===== src/hw/rtl/ihrp_pkg.sv =====
// Shared types and constants of the Intel HEX record patcher.
`timescale 1ns / 1ps
`default_nettype none

package ihrp_pkg;

    // Configuration port geometry
    localparam int CFG_IDX_W  = 2;
    localparam int CFG_DATA_W = 16;

    // Configuration register indexes
    typedef enum logic [CFG_IDX_W-1:0] {
        CFG_KEY_OFFSET   = 2'd0,
        CFG_KEY_INTERVAL = 2'd1,
        CFG_KEY_LENGTH   = 2'd2
    } t_cfg_idx;

    // Register reset values
    localparam logic [15:0] KEY_OFFSET_RST   = 16'd472;
    localparam logic [8:0]  KEY_INTERVAL_RST = 9'd2;
    localparam logic [5:0]  KEY_LENGTH_RST   = 6'd20;

    // Characters with a fixed meaning in a record line
    localparam logic [7:0] CH_COLON = 8'h3A;
    localparam logic [7:0] CH_CR    = 8'h0D;
    localparam logic [7:0] CH_LF    = 8'h0A;

    // Controller to datapath commands
    typedef struct packed {
        logic       key_wr;     // write key byte of the item being transferred
        logic       capture;    // latch line character of the item being transferred
        logic       div_start;  // load divider with current address offset
        logic       div_step;   // one restoring division step
        logic       exec;       // commit one character step, load output list
        logic [1:0] out_idx;    // output list entry on the result port
    } t_cmd;

    // Datapath to controller status
    typedef struct packed {
        logic       div_needed; // key position must be recomputed before the step
        logic       div_done;   // last division step in this cycle
        logic [1:0] n_next;     // length of the list that exec loads
        logic [1:0] n;          // length of the loaded output list
    } t_status;

endpackage

`default_nettype wire


===== src/hw/rtl/ihrp_dpath.sv =====
// Datapath of the Intel HEX record patcher: parser state, key table, divider, output list.
`timescale 1ns / 1ps
`default_nettype none

module ihrp_dpath #(
    parameter int KEY_DEPTH = 32
) (
    input  wire logic                           i_clk,
    input  wire logic                           i_rst_n,
    input  wire ihrp_pkg::t_cmd                 i_cmd,
    output ihrp_pkg::t_status                   o_status,
    input  wire logic                           i_func,
    input  wire logic [4:0]                     i_key_slot,
    input  wire logic [7:0]                     i_key_value,
    input  wire logic [7:0]                     i_line_char,
    input  wire logic                           i_line_done,
    input  wire logic                           i_cfg_we,
    input  wire logic [ihrp_pkg::CFG_IDX_W-1:0] i_cfg_index,
    input  wire logic [ihrp_pkg::CFG_DATA_W-1:0] i_cfg_data,
    output logic [7:0]                          o_out_char,
    output logic                                o_run_last,
    output logic                                o_record_bad
);

    localparam int          AW      = (KEY_DEPTH > 1) ? $clog2(KEY_DEPTH) : 1;
    localparam logic [8:0]  DEPTH9  = 9'(KEY_DEPTH);
    localparam logic [16:0] DEPTH17 = 17'(KEY_DEPTH);

    typedef enum logic [3:0] {
        PH_WAIT, PH_COUNT, PH_ADHI, PH_ADLO, PH_TYPE, PH_DATA, PH_CSUM, PH_TAIL, PH_BAD
    } t_phase;

    function automatic logic [7:0] f_hex(input logic [3:0] v);
        logic [7:0] r;
        if (v < 4'd10) r = 8'h30 + {4'h0, v};
        else           r = 8'h37 + {4'h0, v};
        return r;
    endfunction

    // {valid, value} of one hex digit, either case
    function automatic logic [4:0] f_nib(input logic [7:0] c);
        logic [4:0] r;
        r = 5'd0;
        if (c >= 8'h30 && c <= 8'h39) r = {1'b1, c[3:0]};
        else if ((c >= 8'h61 && c <= 8'h66) || (c >= 8'h41 && c <= 8'h46))
            r = {1'b1, 4'(c[3:0] + 4'd9)};
        return r;
    endfunction

    // Configuration
    logic [15:0] r_off;
    logic [8:0]  r_int;
    logic [5:0]  r_len;

    // Line parser state
    t_phase      r_phase, n_phase;
    logic [3:0]  r_hn, n_hn;
    logic        r_hv, n_hv;
    logic        r_pos, n_pos;
    logic [7:0]  r_count, n_count;
    logic [15:0] r_addr, n_addr;
    logic [7:0]  r_kind, n_kind;
    logic [7:0]  r_sum, n_sum;
    logic [7:0]  r_left, n_left;
    logic        r_err, n_err;

    // Captured character
    logic [7:0]  r_c;
    logic        r_done;

    // Key position: address above offset, remainder and quotient by interval
    logic        r_ge, n_ge;
    logic [8:0]  r_rem, n_rem;
    logic [15:0] r_idx, n_idx;
    logic [15:0] r_dvd, n_dvd;
    logic [3:0]  r_dcnt;
    logic        r_need_div;

    // Key table
    logic [7:0]  mem [KEY_DEPTH];
    logic [7:0]  r_kb;
    logic        r_kb_in;

    // Output list
    logic [7:0]  r_ech [3];
    logic [7:0]  n_ech [3];
    logic [1:0]  r_n, n_n;
    logic        r_lf_bad, n_lf_bad;

    logic        addr_step;
    logic        adlo_done;
    logic [15:0] inc_addr;

    logic [8:0]  slot9;
    logic [AW-1:0] wr_addr;
    logic [AW-1:0] rd_addr;

    assign slot9   = {4'h0, i_key_slot};
    assign wr_addr = slot9[AW-1:0];
    assign rd_addr = r_idx[AW-1:0];

    // Configuration writes
    always_ff @(posedge i_clk) begin
        if (!i_rst_n) begin
            r_off <= ihrp_pkg::KEY_OFFSET_RST;
            r_int <= ihrp_pkg::KEY_INTERVAL_RST;
            r_len <= ihrp_pkg::KEY_LENGTH_RST;
        end else if (i_cfg_we) begin
            case (i_cfg_index)
                ihrp_pkg::CFG_KEY_OFFSET:   r_off <= i_cfg_data;
                ihrp_pkg::CFG_KEY_INTERVAL: r_int <= i_cfg_data[8:0];
                ihrp_pkg::CFG_KEY_LENGTH:   r_len <= i_cfg_data[5:0];
                default: ;
            endcase
        end
    end

    // Key table: one write port, registered read at the current key index
    always_ff @(posedge i_clk) begin
        if (i_cmd.key_wr && !i_func && slot9 < DEPTH9) begin
            mem[wr_addr] <= i_key_value;
        end
        r_kb    <= mem[rd_addr];
        r_kb_in <= {1'b0, r_idx} < DEPTH17;
    end

    // Character step
    logic [7:0] kb, pv, cs, e_char;
    logic [4:0] nb;
    logic       hit, e_have;

    always_comb begin
        kb  = r_kb_in ? r_kb : 8'h00;
        hit = (r_kind == 8'h00) && (r_int != 9'd0) && r_ge && (r_rem == 9'd0) &&
              (r_idx < {10'd0, r_len});
        nb  = f_nib(r_c);
        if (!r_hv)      pv = 8'h00;
        else if (!nb[4]) pv = {4'h0, r_hn};
        else            pv = {r_hn, nb[3:0]};
        cs  = 8'h00 - r_sum;

        n_phase = r_phase; n_hn = r_hn; n_hv = r_hv; n_pos = r_pos;
        n_count = r_count; n_addr = r_addr; n_kind = r_kind; n_sum = r_sum;
        n_left = r_left; n_err = r_err;
        e_have = 1'b0; e_char = r_c;
        addr_step = 1'b0;
        adlo_done = 1'b0;
        inc_addr  = r_addr + 16'd1;

        case (r_phase)
            PH_WAIT: begin
                e_have = 1'b1;
                if (r_c == ihrp_pkg::CH_COLON) begin
                    n_hn = 4'h0; n_hv = 1'b0; n_pos = 1'b0; n_count = 8'h00;
                    n_addr = 16'h0000; n_kind = 8'h00; n_sum = 8'h00;
                    n_left = 8'h00; n_err = 1'b0;
                    n_phase = PH_COUNT;
                end else begin
                    n_phase = PH_BAD;
                    n_err   = 1'b1;
                end
            end
            PH_COUNT, PH_ADHI, PH_ADLO, PH_TYPE: begin
                e_have = 1'b1;
                if (!r_pos) begin
                    n_hv = nb[4]; n_hn = nb[3:0]; n_pos = 1'b1;
                end else begin
                    n_pos = 1'b0;
                    n_sum = r_sum + pv;
                    unique case (r_phase)
                        PH_COUNT: begin
                            n_count = pv; n_phase = PH_ADHI;
                        end
                        PH_ADHI: begin
                            n_addr = {pv, 8'h00}; n_phase = PH_ADLO;
                        end
                        PH_ADLO: begin
                            n_addr = {r_addr[15:8], pv}; n_phase = PH_TYPE;
                            adlo_done = 1'b1;
                        end
                        default: begin
                            n_kind  = pv;
                            n_left  = r_count;
                            n_phase = (r_count != 8'h00) ? PH_DATA : PH_CSUM;
                        end
                    endcase
                end
            end
            PH_DATA: begin
                e_have = 1'b1;
                if (!r_pos) begin
                    e_char = (hit && !r_done) ? f_hex(kb[7:4]) : r_c;
                    n_hv = nb[4]; n_hn = nb[3:0]; n_pos = 1'b1;
                end else begin
                    n_pos = 1'b0;
                    if (hit) begin
                        e_char = (r_done && r_left != 8'd1) ? r_c : f_hex(kb[3:0]);
                        n_sum  = r_sum + kb;
                    end else begin
                        n_sum  = r_sum + pv;
                    end
                    n_addr    = inc_addr;
                    addr_step = 1'b1;
                    n_left    = r_left - 8'd1;
                    if (r_left == 8'd1) n_phase = PH_CSUM;
                end
            end
            PH_CSUM: begin
                e_have = 1'b1;
                if (!r_pos) begin
                    e_char = r_done ? r_c : f_hex(cs[7:4]);
                    n_pos  = 1'b1;
                end else begin
                    e_char  = f_hex(cs[3:0]);
                    n_pos   = 1'b0;
                    n_phase = PH_TAIL;
                end
            end
            PH_TAIL: ;
            default: begin
                // Bad record, and any unused phase code: pass through, flagged
                e_have  = 1'b1;
                n_phase = PH_BAD;
                n_err   = 1'b1;
            end
        endcase

        // Line end: CR LF, flag the LF, start over
        n_lf_bad = r_done && (n_err || (n_phase != PH_TAIL));
        if (r_done) begin
            n_phase = PH_WAIT;
            n_hn = 4'h0; n_hv = 1'b0; n_pos = 1'b0; n_count = 8'h00;
            n_addr = 16'h0000; n_kind = 8'h00; n_sum = 8'h00;
            n_left = 8'h00; n_err = 1'b0;
        end

        // Output list
        if (e_have) begin
            n_ech[0] = e_char;
            n_ech[1] = ihrp_pkg::CH_CR;
            n_ech[2] = ihrp_pkg::CH_LF;
            n_n      = r_done ? 2'd3 : 2'd1;
        end else begin
            n_ech[0] = ihrp_pkg::CH_CR;
            n_ech[1] = ihrp_pkg::CH_LF;
            n_ech[2] = ihrp_pkg::CH_LF;
            n_n      = r_done ? 2'd2 : 2'd0;
        end
    end

    // Key position: division at the first data character of a record or after a
    // register write, then tracked as the address advances
    logic [9:0] t_try, t_sub;
    logic [9:0] rp1;
    logic       q_bit;

    always_comb begin
        n_ge  = r_ge;
        n_rem = r_rem;
        n_idx = r_idx;
        n_dvd = r_dvd;
        t_try = {r_rem, r_dvd[15]};
        t_sub = t_try - {1'b0, r_int};
        q_bit = t_try >= {1'b0, r_int};
        rp1   = {1'b0, r_rem} + 10'd1;
        if (i_cmd.div_start) begin
            n_ge  = r_addr >= r_off;
            n_dvd = r_addr - r_off;
            n_rem = 9'd0;
            n_idx = 16'd0;
        end else if (i_cmd.div_step) begin
            n_rem = q_bit ? t_sub[8:0] : t_try[8:0];
            n_idx = {r_idx[14:0], q_bit};
            n_dvd = {r_dvd[14:0], 1'b0};
        end else if (i_cmd.exec && addr_step) begin
            if (inc_addr == r_off) begin
                n_ge = 1'b1; n_rem = 9'd0; n_idx = 16'd0;
            end else if (r_addr == 16'hFFFF) begin
                n_ge = 1'b0;
            end else if (r_ge) begin
                if (rp1 == {1'b0, r_int}) begin
                    n_rem = 9'd0;
                    n_idx = r_idx + 16'd1;
                end else begin
                    n_rem = rp1[8:0];
                end
            end
        end
    end

    // Control state
    always_ff @(posedge i_clk) begin
        if (!i_rst_n) begin
            r_phase <= PH_WAIT; r_hn <= 4'h0; r_hv <= 1'b0; r_pos <= 1'b0;
            r_count <= 8'h00; r_addr <= 16'h0000; r_kind <= 8'h00; r_sum <= 8'h00;
            r_left <= 8'h00; r_err <= 1'b0;
            r_ge <= 1'b0; r_rem <= 9'd0; r_idx <= 16'd0; r_dcnt <= 4'd0;
            r_need_div <= 1'b1;
            r_n <= 2'd0; r_lf_bad <= 1'b0;
        end else begin
            if (i_cmd.exec) begin
                r_phase <= n_phase; r_hn <= n_hn; r_hv <= n_hv; r_pos <= n_pos;
                r_count <= n_count; r_addr <= n_addr; r_kind <= n_kind; r_sum <= n_sum;
                r_left <= n_left; r_err <= n_err;
                r_n <= n_n; r_lf_bad <= n_lf_bad;
            end
            r_ge  <= n_ge;
            r_rem <= n_rem;
            r_idx <= n_idx;
            if (i_cmd.div_start)     r_dcnt <= 4'd0;
            else if (i_cmd.div_step) r_dcnt <= r_dcnt + 4'd1;
            if (i_cfg_we || (i_cmd.exec && adlo_done)) r_need_div <= 1'b1;
            else if (o_status.div_done)                r_need_div <= 1'b0;
        end
    end

    // Payload registers
    always_ff @(posedge i_clk) begin
        if (i_cmd.capture) begin
            r_c    <= i_line_char;
            r_done <= i_line_done;
        end
        r_dvd <= n_dvd;
        if (i_cmd.exec) begin
            r_ech[0] <= n_ech[0];
            r_ech[1] <= n_ech[1];
            r_ech[2] <= n_ech[2];
        end
    end

    // Status
    always_comb begin
        o_status.div_needed = r_need_div && (r_phase == PH_DATA);
        o_status.div_done   = i_cmd.div_step && (r_dcnt == 4'd15);
        o_status.n_next     = n_n;
        o_status.n          = r_n;
    end

    // Result port
    always_comb begin
        unique case (i_cmd.out_idx)
            2'd0:    o_out_char = r_ech[0];
            2'd1:    o_out_char = r_ech[1];
            default: o_out_char = r_ech[2];
        endcase
        o_run_last   = i_cmd.out_idx == (r_n - 2'd1);
        o_record_bad = r_lf_bad && o_run_last;
    end

endmodule

`default_nettype wire


===== src/hw/rtl/ihrp_ctrl.sv =====
// Controller state machine of the Intel HEX record patcher.
`timescale 1ns / 1ps
`default_nettype none

module ihrp_ctrl (
    input  wire logic               i_clk,
    input  wire logic               i_rst_n,
    input  wire logic               i_in_valid,
    output logic                    o_in_stall,
    input  wire logic               i_func,
    output logic                    o_out_valid,
    input  wire logic               i_out_stall,
    output ihrp_pkg::t_cmd          o_cmd,
    input  wire ihrp_pkg::t_status  i_status
);

    typedef enum logic [2:0] {S_IDLE, S_DIV, S_LOOK, S_EXEC, S_EMIT} t_state;

    t_state     r_state;
    logic       r_out_valid;
    logic [1:0] r_oidx;
    logic       in_xfer, out_xfer;

    assign o_in_stall  = r_state != S_IDLE;
    assign o_out_valid = r_out_valid;
    assign in_xfer     = i_in_valid && (r_state == S_IDLE);
    assign out_xfer    = r_out_valid && !i_out_stall;

    // Commands
    always_comb begin
        o_cmd.key_wr    = in_xfer && !i_func;
        o_cmd.capture   = in_xfer && i_func;
        o_cmd.div_start = in_xfer && i_func && i_status.div_needed;
        o_cmd.div_step  = r_state == S_DIV;
        o_cmd.exec      = r_state == S_EXEC;
        o_cmd.out_idx   = r_oidx;
    end

    // State and registered outputs
    always_ff @(posedge i_clk) begin
        if (!i_rst_n) begin
            r_state     <= S_IDLE;
            r_out_valid <= 1'b0;
            r_oidx      <= 2'd0;
        end else begin
            unique case (r_state)
                S_IDLE: begin
                    if (in_xfer && i_func) begin
                        r_state <= i_status.div_needed ? S_DIV : S_LOOK;
                    end
                end
                S_DIV: begin
                    if (i_status.div_done) r_state <= S_LOOK;
                end
                S_LOOK: r_state <= S_EXEC;
                S_EXEC: begin
                    r_oidx <= 2'd0;
                    if (i_status.n_next != 2'd0) begin
                        r_state     <= S_EMIT;
                        r_out_valid <= 1'b1;
                    end else begin
                        r_state <= S_IDLE;
                    end
                end
                S_EMIT: begin
                    if (out_xfer) begin
                        if (r_oidx == i_status.n - 2'd1) begin
                            r_out_valid <= 1'b0;
                            r_state     <= S_IDLE;
                        end else begin
                            r_oidx <= r_oidx + 2'd1;
                        end
                    end
                end
                default: r_state <= S_IDLE;
            endcase
        end
    end

    // Checks
    a_valid_emit: assert property (@(posedge i_clk) disable iff (!i_rst_n)
        1'b1 |-> (r_out_valid == (r_state == S_EMIT)))
        else $error("result valid outside emit state");

    a_idx_range: assert property (@(posedge i_clk) disable iff (!i_rst_n)
        (r_state == S_EMIT) |-> (r_oidx < i_status.n))
        else $error("output index beyond list");

    a_exec_emit: assert property (@(posedge i_clk) disable iff (!i_rst_n)
        (r_state == S_EXEC && i_status.n_next != 2'd0) |=> o_out_valid)
        else $error("results not offered after step");

    a_div_end: assert property (@(posedge i_clk) disable iff (!i_rst_n)
        (r_state == S_DIV && i_status.div_done) |=> (r_state == S_LOOK))
        else $error("division did not hand over to lookup");

endmodule

`default_nettype wire


===== src/hw/rtl/intel_hex_record_patcher_top.sv =====
// Top level of the Intel HEX record patcher.
`timescale 1ns / 1ps
`default_nettype none

// Rewrites Intel HEX record lines one character per input transfer and places
// key bytes into data records at the key base address plus whole multiples of
// the key step, for key indexes below the key length, recomputing the checksum
// and closing every line with CR LF. A key load (func 0) is written straight
// into the key table when taken. A line character runs through a lookup state
// for the registered key table read and an execute state, then offers its
// result characters (0 to 3) one by one, held while the result side stalls;
// no new input is taken until the last is accepted. The first data character
// of a record, and the next data character after a register write, also runs
// a 16-step restoring divider that finds the key slot for the current address
// before the lookup; later bytes track the slot incrementally.
module intel_hex_record_patcher_top #(
    parameter int KEY_DEPTH = 32
) (
    input  wire logic                            i_clk,
    input  wire logic                            i_rst_n,
    input  wire logic                            i_in_valid,
    output logic                                 o_in_stall,
    input  wire logic                            i_func,
    input  wire logic [4:0]                      i_key_slot,
    input  wire logic [7:0]                      i_key_value,
    input  wire logic [7:0]                      i_line_char,
    input  wire logic                            i_line_done,
    output logic                                 o_out_valid,
    input  wire logic                            i_out_stall,
    output logic [7:0]                           o_out_char,
    output logic                                 o_run_last,
    output logic                                 o_record_bad,
    input  wire logic                            i_cfg_we,
    input  wire logic [ihrp_pkg::CFG_IDX_W-1:0]  i_cfg_index,
    input  wire logic [ihrp_pkg::CFG_DATA_W-1:0] i_cfg_data
);

    ihrp_pkg::t_cmd    cmd;
    ihrp_pkg::t_status status;

    // Sequencer
    ihrp_ctrl u_ctrl (
        .i_clk       (i_clk),
        .i_rst_n     (i_rst_n),
        .i_in_valid  (i_in_valid),
        .o_in_stall  (o_in_stall),
        .i_func      (i_func),
        .o_out_valid (o_out_valid),
        .i_out_stall (i_out_stall),
        .o_cmd       (cmd),
        .i_status    (status)
    );

    // Parser, key table and result list
    ihrp_dpath #(
        .KEY_DEPTH (KEY_DEPTH)
    ) u_dpath (
        .i_clk        (i_clk),
        .i_rst_n      (i_rst_n),
        .i_cmd        (cmd),
        .o_status     (status),
        .i_func       (i_func),
        .i_key_slot   (i_key_slot),
        .i_key_value  (i_key_value),
        .i_line_char  (i_line_char),
        .i_line_done  (i_line_done),
        .i_cfg_we     (i_cfg_we),
        .i_cfg_index  (i_cfg_index),
        .i_cfg_data   (i_cfg_data),
        .o_out_char   (o_out_char),
        .o_run_last   (o_run_last),
        .o_record_bad (o_record_bad)
    );

endmodule

`default_nettype wire

===== config.mk =====
export PLATFORM = sky130hd
export DESIGN_NAME = intel_hex_record_patcher_top
export DESIGN_NICKNAME = d
export VERILOG_FILES = /design/src/hw/rtl/ihrp_pkg.sv /design/src/hw/rtl/ihrp_dpath.sv /design/src/hw/rtl/ihrp_ctrl.sv /design/src/hw/rtl/intel_hex_record_patcher_top.sv
export SDC_FILE = /design/constraint.sdc
export NUM_CORES = 1
export LEC_CHECK = 0
export BUFFER_PORTS_ARGS = -buffer_cell sky130_fd_sc_hd__buf_2
export CAP_MARGIN = 20
export CORE_ASPECT_RATIO = 1.75
export CORE_MARGIN = 5
export CORE_UTILIZATION = 35
export CTS_BUF_LIST = sky130_fd_sc_hd__clkbuf_4
export CTS_CLUSTER_DIAMETER = 40
export DETAILED_ROUTE_END_ITERATION = 7
export GPL_ROUTABILITY_DRIVEN = 0
export GPL_TIMING_DRIVEN = 0
export PLACE_DENSITY_LB_ADDON = 0.1
export SYNTH_ARGS = -nofsm -noshare
export SYNTH_HDL_FRONTEND = slang
export SYNTH_SLANG_ARGS = --single-unit

===== constraint.sdc =====
create_clock -name i_clk -period 3.85 [get_ports i_clk]
set_clock_uncertainty 0.1 [all_clocks]
set_input_delay 0.385 -clock i_clk [delete_from_list [all_inputs] [get_ports i_clk]]
set_output_delay 0.385 -clock i_clk [all_outputs]
set_load 0.005 [all_outputs]

# --- Word-level counts from Yosys, hierarchy flattened ---
# Memory sizes are Yosys's and may differ from the RTL's. A register that Yosys moved wholly into a read port is not among the register bits.
# Index checks and enable logic that the tools add are counted.
# Widths: inputs -> output; s select.
word_totals:
  regBits: 156
  in_bits: 46
  elab_cells: 292
  n_memories: 2
  ramBits: 280
  output_inout_bits: 12
classes:
  n_mux: 112
  add_sub_neg: 21
  n_lt_le_gt_ge: 15
  n_bitwise: 1
  n_reduce_logical: 73
  eq_ne: 40
mem_list:
  columns: ["memory", "words", "width", "rd", "rd_ports_with_merged_regs", "write_ports", "line", "source"]
  rows:
  - ["u_dpath.mem", 32, 8, 1, 1, 1, "ihrp_dpath.sv:80", "logic [7:0] mem [KEY_DEPTH];"]
  - ["u_dpath.r_ech", 3, 8, 3, 0, 3, "ihrp_dpath.sv:85", "logic [7:0] r_ech [3];"]
ops:
  columns: ["op", "n"]
  rows:
  - ["$mux 8", 28]
  - ["$mux 16", 12]
  - ["$pmux 8 s2", 4]
  - ["$mux 9", 7]
  - ["$add 6x4->7 const A", 8]
  - ["$pmux 16 s3", 1]
  - ["$pmux 8 s3", 2]
  - ["$mux 4", 9]
  - ["$add 16x1->16 const B", 2]
  - ["$pmux 16 s2", 1]
  - ["$mux 1", 24]
  - ["$mux 24", 1]
  - ["$logic_and 1x1->1", 22]
  - ["$reduce_bool 3->1", 7]
  - ["$pmux 4 s5", 1]
  - ["$ne 3x1->1 const B", 6]
  - ["$add 8x8->8", 2]
  - ["$eq 16x16->1", 1]
  - ["$eq 16x16->1 const B", 1]
  - ["$eq 4x3->1 const B", 4]
  - ["$ge 16x16->1", 1]
  - ["$ge 8x7->1 const B", 2]
  - ["$le 8x7->1 const B", 2]
  - ["$lt 16x6->1", 1]
  - ["other kinds (66)", 113]

# --- Depth between registers and ports, before layout ---
# Gate-level depths: netlist (run 1).
logic_depth:
  depth_word: 12
  ltp_mapped: 19
  mapped_depth_nobuf: 19

# --- By module ---
# From an unflattened synthesis (run 1), not the netlist that was laid out.
unflattened:
  cells_unflattened: 1955
  area_unflattened_um2: 22450.3
modules_own_cells:
  columns: ["module", "instances", "area_per_inst_um2", "seq_area_each_um2", "cells_per_inst"]
  rows:
  - ["ihrp_dpath", 1, 21996.1, 11400.9, 1900]
  - ["ihrp_ctrl", 1, 454.2, 120.1, 55]

# --- Worst setup path after synthesis (run 1) ---
# Ideal clock, no wire load.
synth_path:
  path_kind: "register -> register"
  startpoint: "reg u_dpath.r_c[0]"
  endpoint: "reg u_dpath.r_sum[7]"
  synth_period_minus_slack_ps: 3691
  setup_time_ps: 116
  stages_incl_launch_ff: 18
  arrival_ps: 3475
  setup_slack_ps: 159
  cell_sequence: "edfxtp_1 -> inv_1 -> ha_1 -> nor2b_1 -> a211oi_1 -> o31ai_1 -> nand2_1 -> o211ai_1 -> inv_1 -> ha_1 -> a21o_1 -> a21oi_1 -> o21ai_0 -> a21oi_1 -> o21ai_0 -> xnor2_1 -> o22ai_1 -> a31o_2"
synth_via:
  elab_chain_cells: 12
  word_cells_on_any_way: 24
  classes_between: "add/sub: 2; order compare: 6; eq/ne: 2; mux: 9; reduce/logical: 5"
synth_lines:
  columns: ["element", "line", "source"]
  rows:
  - ["start, declared", "ihrp_dpath.sv:68", "logic [7:0] r_c;"]
  - ["start signal, assigned", "ihrp_dpath.sv:320", "r_c <= i_line_char;"]
  - ["$ge 8x7->1 / $le 8x7->1 (equally long branches)", "ihrp_dpath.sv:45", "else if ((c >= 8'h61 && c <= 8'h66) || (c >= 8'h41 && c <= 8'h46))"]
  - ["$logic_and 1x1->1", "ihrp_dpath.sv:45", null]
  - ["$logic_or 1x1->1", "ihrp_dpath.sv:45", null]
  - ["$mux 5", "ihrp_dpath.sv:45", null]
  - ["$mux 5", "ihrp_dpath.sv:44", "if (c >= 8'h30 && c <= 8'h39) r = {1'b1, c[3:0]};"]
  - ["$mux 8", "ihrp_dpath.sv:138", "else if (!nb[4]) pv = {4'h0, r_hn};"]
  - ["$mux 8", "ihrp_dpath.sv:137", "if (!r_hv) pv = 8'h00;"]
  - ["$add 8x8->8", "ihrp_dpath.sv:169, ihrp_dpath.sv:200", null]
  - ["$mux 8", "ihrp_dpath.sv:196", "if (hit) begin"]
  - ["$mux 8", "ihrp_dpath.sv:191", "if (!r_pos) begin"]
  - ["$pmux 8 s3", "ihrp_dpath.sv:150", "case (r_phase)"]
  - ["$mux 8", "ihrp_dpath.sv:230", "if (r_done) begin"]
  - ["end signal, assigned", "ihrp_dpath.sv:303", "r_count <= n_count; r_addr <= n_addr; r_kind <= n_kind; r_sum <= n_sum;"]
  - ["end, declared", "ihrp_dpath.sv:63", "logic [7:0] r_sum, n_sum;"]
# Several ways; a longest one is shown, not always the timed one. The select of a mux whose other input is x is not followed.
# A chain may end at the register's enable or synchronous reset.

==> results by group, run 1 <==
STA
  – Slew headroom: 32.9%
  – Fmax: 265 MHz
  – Worst Tran Pin Value: roughly 1 ns
  – RSZ-0062 raised after global routing: yes
  – Tcrit/Tclk final: 97.9%
  – Setup slack after layout: 0.0817 ns
  – Setup tns final: 0 ns
  – Finish-stage setup viols: 0
  – Final Hold Fails: 0
  – Tmin final: 3.77 ns
  – Max Slew Vio Count: 0

Drt
  – Remaining DRCs: 0
  – WL/cell: approximately 23 um
  – Vias: 16500
  – Drt pass-1 iters: 5
  – Post-Route WL: 70.5 mm
  – Iter 0 DRT Violations: 852
  – Number of vias per cell: 5.42
  – Final ANT Viol Nets: 0

Logic synthesis
  – Ys flop type: edfxtp_1
  – Syn avg cell area: 11.5 um^2
  – Mapped Cells: between 1500 and 2000
  – Post-synthesis sequential area ratio: 51.9%
  – Post-synth EDFFs: 291
  – FF+latch count, synth: 430
  – Yosys warns: 0
  – Post-synthesis cell area: 22200 um^2
  – Async set-reset flop share out of synthesis: 0%
  – Distinct cell type count after synthesis: 85
  – Mapped Nets: 2040

Power and ir drop
  – Peak supply drop: 0.000299 V
  – Total power: 12.4 mW
  – P_leak: 9.01 nW
  – PD cells: 482 nW/um^2

Finish
  – Layout area overhead: 15.8%
  – Layout Utilization: 40.8%
  – Layout cells sized above 1: 18.6%
  – Final #Nets: 2263

Global route
  – GR Util All Layers: between 20% and 30%
  – Gr ovfl total: 0
  – Antenna violations before repair: 4
  – Vias in the first global route: 17200
  – Global-route wire length before repair: 105 mm
  – Largest net degree at the start of global routing: 33

Run
  – Max_cap viols: 0

Critical path
  – Critical path arrival: between 4 and 5 ns
  – Crit start category: flop
  – Worst Path Max Fanout: 10
  – Setup crit end kind: flop
  – Worst Setup Path Type: flop to flop
  – Required @ worst endpoint: 4.46 ns

Die
  – Ports: 58
  – Starting density of the core: 35.2%
  – Die Span X: 200 um
  – Core box area: 63000 um^2
  – # rows: 122
  – Die ar.: just under 70000 um^2
  – Chip Height: approximately 340 um

Clock tree
  – Worst-path clk slew: 0.07 ns
  – Max Buffers Root-to-Sink: 3
  – Clk sinks: 430
  – Num CTS Buffers: 106
  – Clock root cell: clkbuf_4
  – CTS tree: done
  – H-tree levels: 3
  – Clock insertion delay at the later pin of the skew report: 0.89 ns

Place
  – IO Port Bufs: 57
  – Post-DP HPWL: 52.2 mm
  – Pre-CTS WS: -0.810 ns

Hold path
  – Hold Crit Class: primary input to flop

Run status
  – Status: completed
[worst max-delay path, stage by stage, from the launching register on]
cell and delay [ns]:
dfxtp_1 0.30, clkbuf_1 0.22, nor4_1 0.86, nand3_1 0.41, a2111o_1 0.48, clkbuf_1 0.27, nor4b_1 0.43, a21oi_1 0.08
a21oi_1 0.24, o211a_1 0.19
[final cells by class]
class	instances	area, um^2
repair buffers	115	831
plain buffers	104	433
clock inverters	32	198
clock buffers	166	1250
flip-flops and latches	430	11500
fillers	6173	37300
diodes	3	7.51
well taps	806	1010
multi-input cells	1303	10100
inverters	92	345
[final timing paths]
check                                  startpoint             endpoint  slack [ns]  depth (start not counted)
worst max-delay path             u_dpath.r_rem[8]  u_dpath.r_ech[0][3]        0.08                          9
worst min-delay path               i_cfg_index[0]     u_dpath.r_off[4]        0.09                          4
worst max register to register   u_dpath.r_rem[8]  u_dpath.r_ech[0][3]        0.08                          9
worst min register to register  u_dpath.r_off[12]    u_dpath.r_off[12]        0.37                          2
[power by group]
group	internal [mW]	total [mW]	switching, mW
registers	5.14	5.30	0.153
clock network	2.10	4.03	1.93
logic	1.21	3.08	1.87
total	8.45	12.4	3.95
[registers in the layout (all words and copies together) (netlist names), 9 cells and up]
register        flops
u_dpath.mem       256
u_dpath.r_addr     16
u_dpath.r_dvd      16
u_dpath.r_idx      16
u_dpath.r_off      16
u_dpath.r_ech      10
u_dpath.r_int       9
u_dpath.r_rem       9
[cells in the mapped netlist (9+ instances only)]
master | number | area (um^2)
a211oi_1 | 13 | 97.6
a21boi_0 | 19 | 143
a21o_1 | 14 | 105
a21oi_1 | 68 | 340
a22oi_1 | 45 | 338
a31oi_1 | 13 | 81.3
and2_1 | 22 | 138
and3_1 | 15 | 93.8
buf_1 | 13 | 48.8
buf_2 | 12 | 60.1
clkbuf_1 | 76 | 285
dfxtp_1 | 139 | 2780
edfxtp_1 | 291 | 8740
ha_1 | 61 | 763
inv_1 | 91 | 342
mux2_2 | 12 | 135
mux2i_1 | 37 | 370
mux4_2 | 80 | 1800
nand2_1 | 146 | 548
nand2b_1 | 18 | 113
nand3_1 | 47 | 235
nand4_1 | 29 | 181
nor2_1 | 112 | 420
nor2b_1 | 82 | 513
nor3_1 | 41 | 205
nor3b_1 | 11 | 82.6
nor4_1 | 19 | 119
o211ai_1 | 18 | 135
o21a_1 | 9 | 67.6
o21ai_0 | 87 | 435
o22ai_1 | 22 | 138
o31ai_1 | 22 | 165
or3_1 | 17 | 106
xnor2_1 | 48 | 420
xor2_1 | 34 | 298
[through the flow]
step                      hold slack [ns]  instance area (um^2)  instances
final                              0.0910                 25700       3051
after global placement              0.356                 23500       2792
after floorplan                     0.339                 22200       1929
after CTS                        0.000464                 25600       3040
after global routing               0.0497                 25700       3051
after detailed placement            0.362                 23500       2796
[per-layer routing]
layer | wire length (um) | vias up | track usage, %
li1 | - | 7833 | -
met1 | 24500 | 8136 | 19.8
met2 | 40200 | 430 | 40.3
met3 | 2560 | 132 | 3.45
met4 | 3200 | 4 | 9.62
met5 | 27 | - | 0
[repair_timing]
action                                 4_1_cts  5_1_grt
hold buffers                                41        0
resized for setup                           30       29
pin swaps                                    3        5
endpoints found under the hold margin      302        0
setup buffers                                5        6
setup endpoints to repair                   85       48
[placed cells by master (no fill, tap or decap), types with 29 or more instances in the layout]
cell type / netlist / layout
nand2_1: 146 / 145
nor2_1: 112 / 111
a22oi_1: 45 / 45
mux4_2: 80 / 80
ha_1: 61 / 60
a21oi_1: 68 / 66
inv_1: 91 / 90
nor2b_1: 82 / 82
buf_2: 12 / 72
o21ai_0: 87 / 80
clkbuf_1: 76 / 73
dfxtp_1: 139 / 136
clkbuf_4: 0 / 166
xnor2_1: 48 / 48
xor2_1: 34 / 34
mux2i_1: 37 / 37
nor3_1: 41 / 38
edfxtp_1: 291 / 291
dlygate4sd3_1: 0 / 41
nand3_1: 47 / 45
nand4_1: 29 / 29
[kinds of logic (layout without fill, tap and decap cells)]
kind of cell / Yosys count / in the layout / synth area share [%]
compound gates: 421 / 421 / 12.8
buf+inv: 196 / 509 / 3.41
fa+ha+maj: 65 / 65 / 3.80
simple gates: 602 / 602 / 14.1
flops: 430 / 430 / 51.9
mux: 129 / 129 / 10.4
other cells: 0 / 3 / 0
xor+xnor: 86 / 86 / 3.64
Note: power is estimated with default switching activity, not from simulation.
==> run 2, diff against run 1 <==
--- a/config.mk
+++ b/config.mk
@@ -8,9 +8,7 @@
 export BUFFER_PORTS_ARGS = -buffer_cell sky130_fd_sc_hd__buf_2
 export CAP_MARGIN = 20
 export CORE_ASPECT_RATIO = 1.75
-export CORE_MARGIN = 5
 export CORE_UTILIZATION = 35
-export CTS_BUF_LIST = sky130_fd_sc_hd__clkbuf_4
 export CTS_CLUSTER_DIAMETER = 40
 export DETAILED_ROUTE_END_ITERATION = 7
 export GPL_ROUTABILITY_DRIVEN = 0
==> constraint.sdc (replaced) <==
create_clock -name i_clk -period 3.8 [get_ports i_clk]
set_clock_uncertainty 0.1 [all_clocks]
set_input_delay 0.38 -clock i_clk [delete_from_list [all_inputs] [get_ports i_clk]]
set_output_delay 0.38 -clock i_clk [all_outputs]
set_load 0.005 [all_outputs]
==> results by group, run 2 (synthesis gave the netlist of run 1 again) <==
Global route
  – Gr ovfl total: 0 (unchanged)
  – Vias in the first global route: 16700 (was 17200)
  – Global-route wire length before repair: 104 mm (was 105 mm)
  – Antenna violations before repair: 1 (was 4)
  – Largest net degree at the start of global routing: 33 (unchanged)
  – GR Util All Layers: 22.2% (was 20.1%)

STA
  – Max Slew Vio Count: 0 (unchanged)
  – Fmax: 268 MHz (was 265 MHz)
  – Worst Tran Pin Value: 1.06 ns (was 0.997 ns)
  – Fin Hold WS: 0.0810 ns (was 0.0910 ns)
  – Tcrit/Tclk final: 98.2% (was 97.9%)
  – Final Hold Fails: 0 (unchanged)
  – Setup slack after layout: 0.0689 ns (was 0.0817 ns)
  – Setup tns final: 0 ns (unchanged)
  – Finish-stage setup viols: 0 (unchanged)
  – RSZ-0062 raised after global routing: yes (unchanged)
  – Tmin final: 3.73 ns (was 3.77 ns)
  – Slew headroom: 28.8% (was 32.9%)

Drt
  – Drt pass-1 iters: 8 (was 5)
  – Post-Route WL: 70.9 mm (was 70.5 mm)
  – Final ANT Viol Nets: 0 (unchanged)
  – Number of vias per cell: 5.53 (was 5.42)
  – WL/cell: 24.2 um (was 23.1 um)
  – Remaining DRCs: 16 (was 0)
  – Vias: 16200 (was 16500)
  – Iter 0 DRT Violations: 1056 (was 852)

Critical path
  – Worst Setup Path Type: flop to flop (unchanged)
  – CP bufs+invs: 2 (unchanged)
  – Critical path arrival: 4.14 ns (was 4.38 ns)
  – Critical Path, Cell by Cell: clkbuf_1, nand2b_1, nor2_1, clkbuf_1, nand3_1, o31ai_2, o21ai_1, o211ai_1 (was clkbuf_1, nor4_1, nand3_1, a2111o_1, clkbuf_1, nor4b_1, a21oi_1, a21oi_1, o211a_1)
  – Cell mode on critical path: clkbuf_1
  – Crit path max-delay family: simple AND/OR/NAND/NOR gates (unchanged)
  – Crit start category: flop (unchanged)
  – Setup crit end kind: flop (unchanged)
  – Max incr delay on CP: 0.67 ns (was 0.86 ns)
  – Required @ worst endpoint: 4.21 ns (was 4.46 ns)
  – Worst Path Max Fanout: 10 (unchanged)
  – CP max-delay cell: clkbuf_1 (was nor4_1)
  – CP Depth: 8 (was 9)
  – Register-to-Register Path Depth: 8 (was 9)

Hold path
  – Hold Crit Class: primary input to flop (unchanged)
  – Hold path depth: 4 (unchanged)

Run
  – Max_cap viols: 0 (unchanged)

Clock tree
  – Clk sinks: 430 (unchanged)
  – Num CTS Buffers: 56 (was 106)
  – Clock root cell: clkbuf_16 (was clkbuf_4)
  – Max Buffers Root-to-Sink: 3 (unchanged)
  – H-tree levels: 2 (was 3)
  – CTS tree: done (unchanged)
  – Worst-path clk slew: 0.06 ns (was 0.07 ns)
  – Clock insertion delay at the later pin of the skew report: 0.62 ns (was 0.89 ns)

Place
  – Placed cells: 2788 (was 2796)
  – Placed inst area: 23500 um^2 (about the same)
  – IO Port Bufs: 57 (unchanged)
  – Pre-CTS WS: -0.943 ns (was -0.810 ns)
  – Post-DP HPWL: 52.8 mm (was 52.2 mm)

Die
  – Starting density of the core: 35.5% (was 35.2%)
  – # rows: 121 (was 122)
  – Die Span X: 192 um (was 200 um)
  – Ports: 58 (unchanged)
  – Chip Height: 335 um (was 343 um)
  – Core box area: 62500 um^2 (was 63000 um^2)
  – Die ar.: 64500 um^2 (was 68800 um^2)

Run status
  – Status: complete, but fails checks (was completed)
  – Failing checks: design-rule violations

Finish
  – Fin area: 26100 um^2 (was 25700 um^2)
  – Layout area overhead: 17.5% (was 15.8%)
  – Final #Nets: 2199 (was 2263)
  – Max reg flops: 256 (unchanged)
  – Layout Utilization: 41.8% (was 40.8%)
  – Biggest register: u_dpath.mem (unchanged)
  – Layout cells sized above 1: 15.7% (was 18.6%)
  – Commonest cells after routing, fill and taps aside: edfxtp_1 (291), nand2_1 (145), dfxtp_1 (137), nor2_1 (110), inv_1 (91) (was edfxtp_1 (291), clkbuf_4 (166), nand2_1 (145), dfxtp_1 (136), nor2_1 (111))
  – Commonest non-fill, non-tap cell in the layout: edfxtp_1 (unchanged)
  – Finished Layout Cells: 2932 (was 3051)

Power and ir drop
  – PD cells: 538 nW/um^2 (was 482 nW/um^2)
  – Peak supply drop: 0.000421 V (was 0.000299 V)
  – Total power: 14.1 mW (was 12.4 mW)
  – P_leak: 9.00 nW (was 9.01 nW)
==> run 2: worst register-to-register path, stage by stage (launching register included) <==
cell and delay (ns):
dfxtp_1 0.31, clkbuf_1 0.34, nand2b_1 0.32, nor2_1 0.38, clkbuf_1 0.67, nand3_1 0.41, o31ai_2 0.47, o21ai_1 0.29
o211ai_1 0.33
==> run 2: worst paths after layout <==
| path | slack, ns | endpoint | startpoint |
|---|---|---|---|
| min reg2reg | 0.37 | u_dpath.r_off[12] | u_dpath.r_off[12] |
| min | 0.08 | u_dpath.r_off[15] | i_cfg_index[1] |
| max | 0.07 | u_dpath.r_rem[6] | u_dpath.r_phase[2] |
| max reg2reg | 0.07 | u_dpath.r_rem[6] | u_dpath.r_phase[2] |
==> run 2: where the power goes <==
part           internal, mW  switching, mW
clock network          3.39           2.18
logic                  1.21           1.90
registers              5.22          0.158
==> run 2: metal layers <==
| metal | up-vias | global-route usage (%) | routed length [um] | part of all wire (%) |
|---|---|---|---|---|
| li1 | 7646 | - | - | - |
| met1 | 8067 | 22.0 | 25000 | 35 |
| met2 | 382 | 44.2 | 40400 | 57 |
| met3 | 133 | 2.53 | 2130 | 3.0 |
| met4 | 0 | 10.7 | 3360 | 4.7 |
| met5 | - | 0 | 0 | 0 |
==> run 2: area by class of cell <==
class	count	area, um^2
Timing Repair Buffer	101	678
Buffer	104	447
Clock inverter	31	399
Antenna cell	1	2.50
Multi-Input combinational cell	1303	10200
Fill cell	5995	36400
Inverter	92	345
Sequential cell	430	11500
Tap cell	799	1000
Clock buffer	71	1550
==> run 2: repair_timing <==
action / in CTS / in global routing
gates resized for setup: 36 / 30
hold buffers: 27 / 0
endpoints found under the setup margin: 97 / 38
hold endpoints to repair: 36 / 0
cloned: 0 / 0
buffers inserted: 10 / 4
pin swaps: 6 / 7
